<file path="src/qpud_pkg.sv">
package qpud_pkg;

    // Longest key name the matcher compares, in bytes.
    localparam int unsigned KEY_BYTES_MAX = 8;
    localparam int unsigned KEY_W         = 8 * KEY_BYTES_MAX;
    localparam int unsigned KEY_LEN_W     = 4;
    localparam int unsigned KEY_IDX_W     = $clog2(KEY_BYTES_MAX);

    // Configuration register indexes.
    localparam logic CFG_KEY_BYTES  = 1'b0;
    localparam logic CFG_KEY_LENGTH = 1'b1;

    // Characters with a special meaning in a query string.
    localparam logic [7:0] CH_EQUAL   = 8'h3D;
    localparam logic [7:0] CH_AMP     = 8'h26;
    localparam logic [7:0] CH_PERCENT = 8'h25;
    localparam logic [7:0] CH_PLUS    = 8'h2B;
    localparam logic [7:0] CH_SPACE   = 8'h20;
    localparam logic [7:0] CH_ZERO    = 8'd48;
    localparam logic [7:0] CH_NINE    = 8'h39;
    localparam logic [7:0] CH_UPPER_A = 8'h41;
    localparam logic [7:0] CH_UPPER_F = 8'h46;

    // Parse phase of the current query string.
    typedef enum logic [3:0] {
        PH_SCAN     = 4'b0001,
        PH_VALUE    = 4'b0010,
        PH_DONE     = 4'b0100,
        PH_DONE_BAD = 4'b1000
    } t_phase;

    // Hex digit value; bit 4 is set when the byte is not an uppercase hex digit.
    function automatic logic [4:0] hex_value(input logic [7:0] b);
        logic [7:0] v;
        v = 8'd0;
        if (b >= CH_ZERO && b <= CH_NINE) begin
            v = b - CH_ZERO;
            return {1'b0, v[3:0]};
        end else if (b >= CH_UPPER_A && b <= CH_UPPER_F) begin
            v = b - CH_UPPER_A + 8'd10;
            return {1'b0, v[3:0]};
        end
        return 5'b10000;
    endfunction

endpackage

</file>
<file path="src/query_param_url_decoder_unit.sv">
// Channel  | Handshake              | Payload
// ---------+------------------------+---------------------------------------------
// config   | i_cfg_we               | i_cfg_index, i_cfg_data (64 bits)
// input    | i_in_valid / o_in_ready| i_in_byte, i_in_last
// output   | o_out_valid/i_out_ready| o_out_byte, o_byte_valid, o_frame_end,
//          |                        | o_found, o_bad_escape
//
// One byte per cycle is sustained unless a byte that makes a result meets a full
// result register that is not taken. A transaction is held in the input register,
// then the parse step updates the state and loads the result register.
// Reset (synchronous, active low) clears the parse state and both key registers.
// A full result register that is not taken stalls only bytes that make a result;
// bytes that make none pass through the parse step regardless.
module query_param_url_decoder_unit
    import qpud_pkg::*;
(
    input  logic        i_clk,
    input  logic        i_rst_n,
    input  logic        i_cfg_we,
    input  logic        i_cfg_index,
    input  logic [63:0] i_cfg_data,
    input  logic        i_in_valid,
    output logic        o_in_ready,
    input  logic [7:0]  i_in_byte,
    input  logic        i_in_last,
    output logic        o_out_valid,
    input  logic        i_out_ready,
    output logic [7:0]  o_out_byte,
    output logic        o_byte_valid,
    output logic        o_frame_end,
    output logic        o_found,
    output logic        o_bad_escape
);

    logic [KEY_W-1:0]     r_key_bytes;
    logic [KEY_LEN_W-1:0] r_key_length;

    logic       r_in_valid;
    logic [7:0] r_in_byte;
    logic       r_in_last;

    t_phase         r_phase,     n_phase;
    logic [KEY_LEN_W-1:0] r_match_pos, n_match_pos;
    logic           r_mismatch,  n_mismatch;
    logic [1:0]     r_hex_left,  n_hex_left;
    logic [7:0]     r_hex_acc,   n_hex_acc;
    logic           r_key_found, n_key_found;

    logic       r_out_valid;
    logic [7:0] r_out_byte;
    logic       r_byte_valid;
    logic       r_frame_end;
    logic       r_found;
    logic       r_bad_escape;

    logic [KEY_LEN_W-1:0] w_eff_len;
    logic [7:0]           w_key_char;
    logic [4:0]           w_digit;
    logic                 w_emit;
    logic [7:0]           w_emit_byte;
    logic                 w_bad;
    logic                 w_produce;
    logic                 w_out_free;
    logic                 w_advance;

    // Configuration writes.
    always_ff @(posedge i_clk) begin
        if (!i_rst_n) begin
            r_key_bytes  <= '0;
            r_key_length <= '0;
        end else if (i_cfg_we) begin
            unique case (i_cfg_index)
                CFG_KEY_BYTES:  r_key_bytes  <= i_cfg_data;
                CFG_KEY_LENGTH: r_key_length <= i_cfg_data[KEY_LEN_W-1:0];
                default:        r_key_length <= r_key_length;
            endcase
        end
    end

    // Handshake: the parse step moves a byte on unless it makes a result that cannot land.
    assign w_out_free = !r_out_valid || i_out_ready;
    assign w_advance  = r_in_valid && (!w_produce || w_out_free);
    assign o_in_ready = !r_in_valid || w_advance;

    // Input register.
    always_ff @(posedge i_clk) begin
        if (!i_rst_n) begin
            r_in_valid <= 1'b0;
        end else if (o_in_ready) begin
            r_in_valid <= i_in_valid;
        end
    end

    always_ff @(posedge i_clk) begin
        if (o_in_ready && i_in_valid) begin
            r_in_byte <= i_in_byte;
            r_in_last <= i_in_last;
        end
    end

    // Key length is clamped to the longest supported key.
    assign w_eff_len  = (r_key_length > KEY_LEN_W'(KEY_BYTES_MAX)) ?
                        KEY_LEN_W'(KEY_BYTES_MAX) : r_key_length;
    assign w_key_char = r_key_bytes[{r_match_pos[KEY_IDX_W-1:0], 3'b000} +: 8];
    assign w_digit    = hex_value(r_in_byte);

    // Parse step for the byte in the input register.
    always_comb begin
        n_phase     = r_phase;
        n_match_pos = r_match_pos;
        n_mismatch  = r_mismatch;
        n_hex_left  = r_hex_left;
        n_hex_acc   = r_hex_acc;
        n_key_found = r_key_found;
        w_emit      = 1'b0;
        w_emit_byte = 8'd0;
        w_bad       = 1'b0;

        unique case (r_phase)
            PH_SCAN: begin
                if (r_in_byte == CH_EQUAL) begin
                    if (!r_mismatch && r_match_pos == w_eff_len) begin
                        n_key_found = 1'b1;
                        n_phase     = PH_VALUE;
                        n_hex_left  = 2'd0;
                        n_hex_acc   = 8'd0;
                    end
                    n_match_pos = '0;
                    n_mismatch  = 1'b0;
                end else if (r_in_byte == CH_AMP) begin
                    n_match_pos = '0;
                    n_mismatch  = 1'b0;
                end else if (!r_mismatch) begin
                    if (r_match_pos < w_eff_len && w_key_char == r_in_byte) begin
                        n_match_pos = r_match_pos + KEY_LEN_W'(1);
                    end else begin
                        n_mismatch = 1'b1;
                    end
                end
            end
            PH_VALUE: begin
                if (r_in_byte == CH_AMP) begin
                    n_phase    = (r_hex_left != 2'd0) ? PH_DONE_BAD : PH_DONE;
                    n_hex_left = 2'd0;
                end else if (r_hex_left != 2'd0) begin
                    // Non-digits inside an escape are skipped and keep it open.
                    if (!w_digit[4]) begin
                        n_hex_acc  = {r_hex_acc[3:0], w_digit[3:0]};
                        n_hex_left = r_hex_left - 2'd1;
                        if (r_hex_left == 2'd1) begin
                            w_emit      = 1'b1;
                            w_emit_byte = {r_hex_acc[3:0], w_digit[3:0]};
                        end
                    end
                end else if (r_in_byte == CH_PERCENT) begin
                    n_hex_left = 2'd2;
                    n_hex_acc  = 8'd0;
                end else begin
                    w_emit      = 1'b1;
                    w_emit_byte = (r_in_byte == CH_PLUS) ? CH_SPACE : r_in_byte;
                end
            end
            PH_DONE, PH_DONE_BAD: begin
                n_phase = r_phase;
            end
            default: begin
                n_phase = PH_SCAN;
            end
        endcase

        // The closing byte reports the outcome and returns the state to its reset values.
        if (r_in_last) begin
            w_bad = (n_phase == PH_DONE_BAD) ||
                    (n_phase == PH_VALUE && n_hex_left != 2'd0);
        end
    end

    assign w_produce = w_emit || r_in_last;

    // Parse state.
    always_ff @(posedge i_clk) begin
        if (!i_rst_n) begin
            r_phase     <= PH_SCAN;
            r_match_pos <= '0;
            r_mismatch  <= 1'b0;
            r_hex_left  <= 2'd0;
            r_hex_acc   <= 8'd0;
            r_key_found <= 1'b0;
        end else if (w_advance) begin
            if (r_in_last) begin
                r_phase     <= PH_SCAN;
                r_match_pos <= '0;
                r_mismatch  <= 1'b0;
                r_hex_left  <= 2'd0;
                r_hex_acc   <= 8'd0;
                r_key_found <= 1'b0;
            end else begin
                r_phase     <= n_phase;
                r_match_pos <= n_match_pos;
                r_mismatch  <= n_mismatch;
                r_hex_left  <= n_hex_left;
                r_hex_acc   <= n_hex_acc;
                r_key_found <= n_key_found;
            end
        end
    end

    // Result register.
    always_ff @(posedge i_clk) begin
        if (!i_rst_n) begin
            r_out_valid <= 1'b0;
        end else if (w_advance && w_produce) begin
            r_out_valid <= 1'b1;
        end else if (i_out_ready) begin
            r_out_valid <= 1'b0;
        end
    end

    always_ff @(posedge i_clk) begin
        if (w_advance && w_produce) begin
            r_out_byte   <= w_emit_byte;
            r_byte_valid <= w_emit;
            r_frame_end  <= r_in_last;
            r_found      <= r_in_last && n_key_found;
            r_bad_escape <= w_bad;
        end
    end

    assign o_out_valid  = r_out_valid;
    assign o_out_byte   = r_out_byte;
    assign o_byte_valid = r_byte_valid;
    assign o_frame_end  = r_frame_end;
    assign o_found      = r_found;
    assign o_bad_escape = r_bad_escape;

    // A result without a character is only the closing result of a string.
    a_empty_is_closing: assert property (@(posedge i_clk) disable iff (!i_rst_n)
        (o_out_valid && !o_byte_valid) |-> o_frame_end)
        else $error("result without character and without frame end");

    // Outcome flags appear only on the closing result.
    a_flags_at_end: assert property (@(posedge i_clk) disable iff (!i_rst_n)
        (o_out_valid && !o_frame_end) |-> (!o_found && !o_bad_escape))
        else $error("found or bad_escape outside frame end");

    // After the last byte of a string the parser starts over.
    a_clear_after_last: assert property (@(posedge i_clk) disable iff (!i_rst_n)
        (w_advance && r_in_last) |=> (r_phase == PH_SCAN && !r_key_found &&
                                      r_hex_left == 2'd0))
        else $error("parse state not cleared after frame end");

    // A waiting result is never overwritten.
    a_no_overwrite: assert property (@(posedge i_clk) disable iff (!i_rst_n)
        (r_out_valid && !i_out_ready) |-> !(w_advance && w_produce))
        else $error("stalled result overwritten");

endmodule

</file>
<file path="config.mk">
export PLATFORM = sky130hd
export DESIGN_NAME = query_param_url_decoder_unit
export DESIGN_NICKNAME = d
export VERILOG_FILES = /design/src/qpud_pkg.sv /design/src/query_param_url_decoder_unit.sv
export SDC_FILE = /design/constraint.sdc
export NUM_CORES = 1
export LEC_CHECK = 0
export ABC_AREA = 1
export BUFFER_PORTS_ARGS = -buffer_cell sky130_fd_sc_hd__buf_2
export CORE_ASPECT_RATIO = 0.6
export CORE_MARGIN = 2
export CORE_UTILIZATION = 55
export DETAILED_ROUTE_END_ITERATION = 10
export PLACE_DENSITY = 0.83
export SYNTH_ARGS = -nofsm -noshare
export SYNTH_HDL_FRONTEND = slang
export SYNTH_SLANG_ARGS = --single-unit
</file>
<file path="constraint.sdc">
create_clock -name i_clk -period 3.8 [get_ports i_clk]
set_input_delay 0.76 -clock i_clk [delete_from_list [all_inputs] [get_ports i_clk]]
set_output_delay 0.76 -clock i_clk [all_outputs]
set_load 0.05 [all_outputs]
</file>
==> results.cfg, run 1 <==
[critical_path]
cpMostUsedCell = nand2_4
worst_r2r_endpoint = o_out_byte[5]$_SDFFCE_PP0P_
crit_chain = inv_1 -> ha_1 -> inv_1 -> nor2_1 -> nand2_1 -> nand2_2 -> nand2_4 -> nand2_4 -> nand3_4 -> nand2_4 -> nand2_4 -> nand2_4 -> nand3_1 -> buf_2
start_kind = register
cp.required_ns = 3.04
rrSetupSlack_ns = 1.22
worstPathMaxFanout = 7
rr_startpoint = r_in_byte[0]$_DFFE_PP_
cp.arrival_ns = 2.41
ff2ff_path_depth = 15
max_stage_delay_ns = 0.48
path_buf_inv = 3
worst_setup_path_end_kind = output pin
crit_family = simple AND/OR/NAND/NOR gates
crit_type = register to output pin
worst_path_max_delay_cell = edfxtp_1

[sta]
setup_tns_ns = 0
fin_skew_ns = 0.005686
slew_violations = 0
fmax_ghz = 0.3151
whs_ns = 0.4429
rsz0062_at_grt = no
max-slew-margin-rel_pct = 36.91
worst_pin_slew_ns = 0.9463
setup_viol = 0
hold_viol = 0
min_period_over_period_pct = 83.51
period_needed_ns = 3.174
worst_slack_ns = 0.6265

[cells_and_area]
fin_util_pct = 66.22
stdcell_count = 948
fillers = 813
area_delta_synth_final_pct = 14.79
num_antenna_cells = 0
seq_area_mm2 = 0.002352
drive_gt1_share_pct = 17.60
multi_input_area_mm2 = 0.002564
finalNetCount = 904

[power_and_ir_drop]
internal_power_uw = 1860
p_per_area_mw_per_mm2 = 414.9
ir_worst_vdd_v = 0.0002994
pwr-share-comb_pct = 14.1
seq_power_share_pct = 49.4
leakage_uw = 0.002778
switching_share_pct = 27.41
power.share.clock_pct = 36.5
p_sw_uw = 702.2

[floorplan]
io_pins = 93
row_count = 27
dieArea_mm2 = 0.01061
die_w_um = 131.7
core_mm2 = 0.009324
die-height_um = 80.60
initial_core_util_pct = 57.69

[drt]
dr.pass1.iters = 5
drt_wl_total_mm = 14.49
wl_per_cell_um = 15.28
first_iter_violations = 541
drc = 0
vias_per_cell = 5.465
num_vias = 5181
antenna_left = 0

[logic_synthesis]
syn_area_mm2 = 0.005379
yosys.area.top_type_share_pct = 32.01
synthFlopType = dfxtp_1
yosys.area.top_type = dfxtp_1
yosysMostFrequentCell = nor2_1
async_flop_share_pct = 0
synth_seq_cells = 107
netlist_top_cells_area = dfxtp_1 (32%), edfxtp_1 (12%), nor2_1 (9.4%), o21ai_0 (8.2%), nand2_1 (7.9%)
synth_fp_nets = 830
synth_edf_count = 21
yosysUniqueCellTypes = 39
syn_inst = 739
seq_area_frac_synth_pct = 43.73
ys_warn_count = 0
syn_avg_cell_area_um2 = 7.279
synth_common_cells = nor2_1 (134), nand2_1 (113), o21ai_0 (88)

[place]
place_congestion = 0.9324
io_buffers = 92
dp_cells = 932
pre_cts_ws_ns = 1.043
hpwl_mm = 10.54

[worst_hold_path]
whs_path_depth = 2
hold_path.class = register to register
hp-start = r_hex_acc[3]$_SDFFE_PN0P_
min_to = r_hex_acc[3]$_SDFFE_PN0P_

[grt]
grt_use_total_pct = 28.25
grt_pass1_vias = 4846
grt_overflow = 0
grt_pass1_wl_mm = 23.62
antenna_found_initial = 0
grt_start_max_net_pins = 63

[cts]
cts.sinks = 107
cts_setup_buffers = 0
holdBufCountCts = 0
clockBufferDepth = 2
cts_resized = 0
cts_max_level = 3
clk_latency_ns = 0.35
numCtsBuffers = 9
cts_tree = built
root_buffer = clkbuf_16
clkTransAtPathRegs_ns = 0.07

[outcome]
status = finished clean

[run]
drv_cap = 0
==> logic make-up (layout without fill, tap and decap cells) <==
kind of cell / after synthesis / count (layout) / synth area share [%]
AOI/OAI and AO/OA: 173 / 173 / 17.21
xor gates and xnor gates: 5 / 5 / 0.8141
adders and majority gates: 12 / 12 / 2.791
buffers and inverters: 114 / 193 / 8.607
DFF: 107 / 107 / 43.73
and+or+nand+nor: 328 / 328 / 26.84
==> cell type report <==
class	instances	area share, %
Inverter	79	4.843
Tap cell	130	2.634
Clock buffer	10	3.708
Sequential cell	107	38.10
Multi-Input combinational cell	518	41.52
Timing Repair Buffer	98	8.186
Clock inverter	6	1.013
==> sequential cells by signal, indices dropped and copies added, names as in the netlist <==
register      cells
o_bad_escape      1
r_in_valid        1
r_in_last         1
o_frame_end       1
r_key_found       1
r_key_length      4
r_in_byte         8
r_mismatch        1
o_out_valid       1
r_phase           4
r_key_bytes      64
o_byte_valid      1
r_hex_left        2
o_found           1
o_out_byte        8
r_match_pos       4
r_hex_acc         4
==> cells in the final DEF (no fill, tap or decap), drive strengths merged <==
cell type / instances
nor2: 139
nand2: 126
buf: 98
o21ai: 97
dfxtp: 86
inv: 81
a21oi: 60
nand3: 50
edfxtp: 21
ha: 12
o211ai: 10
clkbuf: 10
nor3: 6
xor2: 4
nand4: 3
a22oi: 2
clkinv: 2
nor4: 2
a211oi: 1
a221oi: 1
nand3b: 1
o22a: 1
or2: 1
xnor2: 1
a32oi: 1
clkinvlp: 1
bufinv: 1
==> how the worst max path moves through the flow <==
stage,startpoint,end,slack (ns),depth (start not counted)
after floorplan,r_in_byte[1]$_DFFE_PP_,o_in_ready,1.16,13
after global placement,r_in_byte[1]$_DFFE_PP_,o_in_ready,1.14,14
after detailed placement,r_in_byte[1]$_DFFE_PP_,o_in_ready,1.04,14
after CTS,r_in_byte[1]$_DFFE_PP_,o_in_ready,0.66,14
after global routing,r_in_byte[1]$_DFFE_PP_,o_in_ready,0.44,14
final,r_in_byte[1]$_DFFE_PP_,o_in_ready,0.63,14
==> per-layer routing <==
metal / wire [um] / global-route usage (%) / part of all wire (%) / vias up
li1: - / - / - / 2560
met1: 6714 / 40.51 / 46 / 2337
met2: 5841 / 42.15 / 40 / 262
met3: 1746 / 7.955 / 12 / 22
met4: 183 / 6.304 / 1.3 / 0
met5: 0 / 0 / 0 / -
==> worst reg2reg max path, cell delays in order, from the launching register on <==
cell and delay (ns):
edfxtp_1 0.49, inv_1 0.15, ha_1 0.24, inv_1 0.05, nand2_1 0.04, nand3_1 0.09
nand2_2 0.08, nand2_4 0.11, nand2_4 0.08, nand3_4 0.09, nand2_4 0.05, nand2_4 0.07
nand2_4 0.07, a21oi_4 0.29, nand2_1 0.11, inv_2 0.26
==> power by group through the flow <==
stage,registers (uW),logic (uW),clock network [uW]
after floorplan,1280,244,0
after global routing,1270,408,997
final,1260,362,936
after detailed placement,1290,352,0
after global placement,1280,342,0
after CTS,1260,356,950
==> through the flow <==
step,area [um2],total power (uW)
floorplan,5379,1523
global placement,5883,1626
detailed placement,5883,1640
CTS,6175,2568
global route,6175,2674
finish,6175,2562
No activity file was read; power rests on OpenSTA's default activity.
==> inputs of run 2 (changes only) <==
ABC_AREA = 0   (was 1)
PLACE_DENSITY = 0.84   (was 0.83)
clock period = 3.2 ns   (was 3.8 ns; I/O delays follow)
==> run 2 against run 1 <==
Sequential share of layout area is 0.22 points lower. Combinational power is 20% lower. Sequential cell count unchanged. Synthesized cell count is 20% lower. Largest cell class unchanged. Largest power group unchanged.
==> results.cfg, run 2 <==
[critical_path]
start_kind = register
worstPathMaxFanout = 6
worst_r2r_endpoint = o_out_byte[7]$_SDFFCE_PP0P_
crit_type = register to output pin
worst_setup_path_end_kind = output pin
rr_startpoint = r_in_byte[0]$_DFFE_PP_
cp.required_ns = 2.56
rrSetupSlack_ns = 0.36
cp.arrival_ns = 2.46
ff2ff_path_depth = 8

[worst_hold_path]
whs_path_depth = 2
min_to = r_key_bytes[26]$_SDFFE_PN0P_
hold_path.class = register to register
hp-start = r_key_bytes[26]$_SDFFE_PN0P_

[cts]
clockBufferDepth = 2
root_buffer = clkbuf_16
cts_tree = built
clk_latency_ns = 0.36
cts_max_level = 3
clkTransAtPathRegs_ns = 0.07
numCtsBuffers = 9
cts.sinks = 107

[cells_and_area]
drive_gt1_share_pct = 23.82
final_common_cell = nand2_1
finalNetCount = 766
num_antenna_cells = 0
largest_reg_flops = 64
top_register = r_key_bytes
area_delta_synth_final_pct = 18.39
fillers = 719
fin_area_mm2 = 0.006211
final_cell_mix = nand2_1 (155), buf_2 (92), a21oi_1 (89), dfxtp_1 (86), nor2_1 (24)

[sta]
max-slew-margin-rel_pct = 53.40
hold_viol = 0
setup_tns_ns = 0
worst_pin_slew_ns = 0.6976
setup_viol = 0
min_period_over_period_pct = 97.01
slew_violations = 0
fin_skew_ns = 0.007781
period_needed_ns = 3.104
fmax_ghz = 0.3221

[logic_synthesis]
yosys.area.top_type_share_pct = 32.82
synth_fp_nets = 683
synth_seq_cells = 107
netlist_top_cells_area = dfxtp_1 (33%), edfxtp_1 (12%), nand2_1 (11%), a21oi_1 (8.5%), mux4_2 (3.9%)
synth_edf_count = 21
ys_warn_count = 0
synth_common_cells = nand2_1 (155), a21oi_1 (89), dfxtp_1 (86)
async_flop_share_pct = 0
syn_avg_cell_area_um2 = 8.862
yosys.area.top_type = dfxtp_1
synthFlopType = dfxtp_1
syn_area_mm2 = 0.005246
yosysMostFrequentCell = nand2_1
syn_inst = 592
yosysUniqueCellTypes = 63
seq_area_frac_synth_pct = 44.84

[place]
place_congestion = 0.8900
hpwl_mm = 9.809
place_area_mm2 = 0.005831
io_buffers = 92

[drt]
dr.pass1.iters = 5
num_vias = 4733
first_iter_violations = 515
drc = 0
drt_wl_total_mm = 13.48
wl_per_cell_um = 16.64
vias_per_cell = 5.843
antenna_left = 0

[floorplan]
dieArea_mm2 = 0.01036
row_count = 27
die_w_um = 130.1
initial_core_util_pct = 56.89
core_mm2 = 0.009223
die-height_um = 79.65
io_pins = 93

[grt]
grt_pass1_vias = 4400
grt_pass1_wl_mm = 21.60
grt_use_total_pct = 27.23
grt_overflow = 0
grt_start_max_net_pins = 52
antenna_found_initial = 0

[power_and_ir_drop]
leakage_uw = 0.002414
p_per_area_mw_per_mm2 = 480.9
ir_worst_vdd_v = 0.0003023
finalPower_uw = 2987

[run]
drv_cap = 0

[outcome]
status = finished clean
==> run 2: cell count changes after synthesis, moves of 8 or more <==
cell,change
o21ai_0,-81
nor2_1,-110
mux2_2,+9
a21oi_1,+30
o21ai_1,-9
o211ai_1,-8
inv_1,-59
mux4_2,+9
mux2i_1,+13
nand2_1,+42
nand3_1,-41
==> run 2: repair_timing <==
action | CTS | global route
resized for setup | 1 | 2
setup buffers | 1 | 3
hold buffers | 0 | 0
pin swaps | 2 | 1
setup endpoints to repair | 1 | 1
==> run 2: logic make-up after synthesis <==
| group | synth area share [%] |
|---|---|
| flops | 44.84 |
| simple gates | 20.39 |
| fa+ha+maj | 2.862 |
| buf+inv | 4.126 |
| compound gates | 16.55 |
| mux | 9.563 |
| xor+xnor | 1.669 |
==> run 2: layout make-up <==
type                            instances  area (um2)  area share (%)
Clock buffer                           11       254.0           4.089
Inverter                               14       52.55          0.8461
Clock inverter                          5       80.08           1.289
Multi-Input combinational cell        435        2704           43.53
Timing Repair Buffer                  108       605.6           9.750
Tap cell                              130       162.7           2.619
Sequential cell                       107        2352           37.87
==> run 2: metrics by stage <==
step	hold slack (ns)	util, %	instances	setup slack (ns)
floorplan	0.4315	-	592	0.4320
global placement	0.4412	63.22	790	0.4246
detailed placement	0.4472	63.22	790	0.2557
CTS	0.4524	67.02	807	0.002944
global route	0.4513	67.35	810	-0.01827
finish	0.4565	67.35	810	0.09574
==> run 2: worst max path at each step <==
stage	from	to	slack, ns
6_report	r_in_byte[3]$_DFFE_PP_	o_in_ready	0.1
5_1_grt	r_in_byte[7]$_DFFE_PP_	o_in_ready	-0.02
4_1_cts	r_in_byte[0]$_DFFE_PP_	o_in_ready	0.003
3_5_place_dp	r_in_byte[0]$_DFFE_PP_	o_out_byte[4]$_SDFFCE_PP0P_	0.26
3_3_place_gp	r_in_byte[0]$_DFFE_PP_	o_in_ready	0.42
2_1_floorplan	r_in_byte[4]$_DFFE_PP_	o_in_ready	0.43
==> run 2: critical path: stages (launching register included) <==
cell      delay (ns)
edfxtp_1        0.49
or4b_1          0.62
nor4_4          0.28
o21ai_2         0.13
a21oi_4         0.21
nand3_1         0.13
buf_2           0.25
==> run 2: per-layer routing <==
metal  global-route usage [%]  share of wire (%)  vias to the layer above
met5                        0                  0                        -
met4                    7.312                1.5                        0
met3                    6.568                 10                       24
met2                    42.15                 45                      236
met1                    38.35                 44                     2238
li1                         -                  -                     2235
==> run 2: report_power, final <==
part / switching (uW) / internal, uW / total [uW] / leakage (uW)
Sequential: 36.0 / 1420 / 1460 / 0.000900
Clock: 504 / 736 / 1240 / 0.000166
Combinational: 169 / 119 / 288 / 0.00135
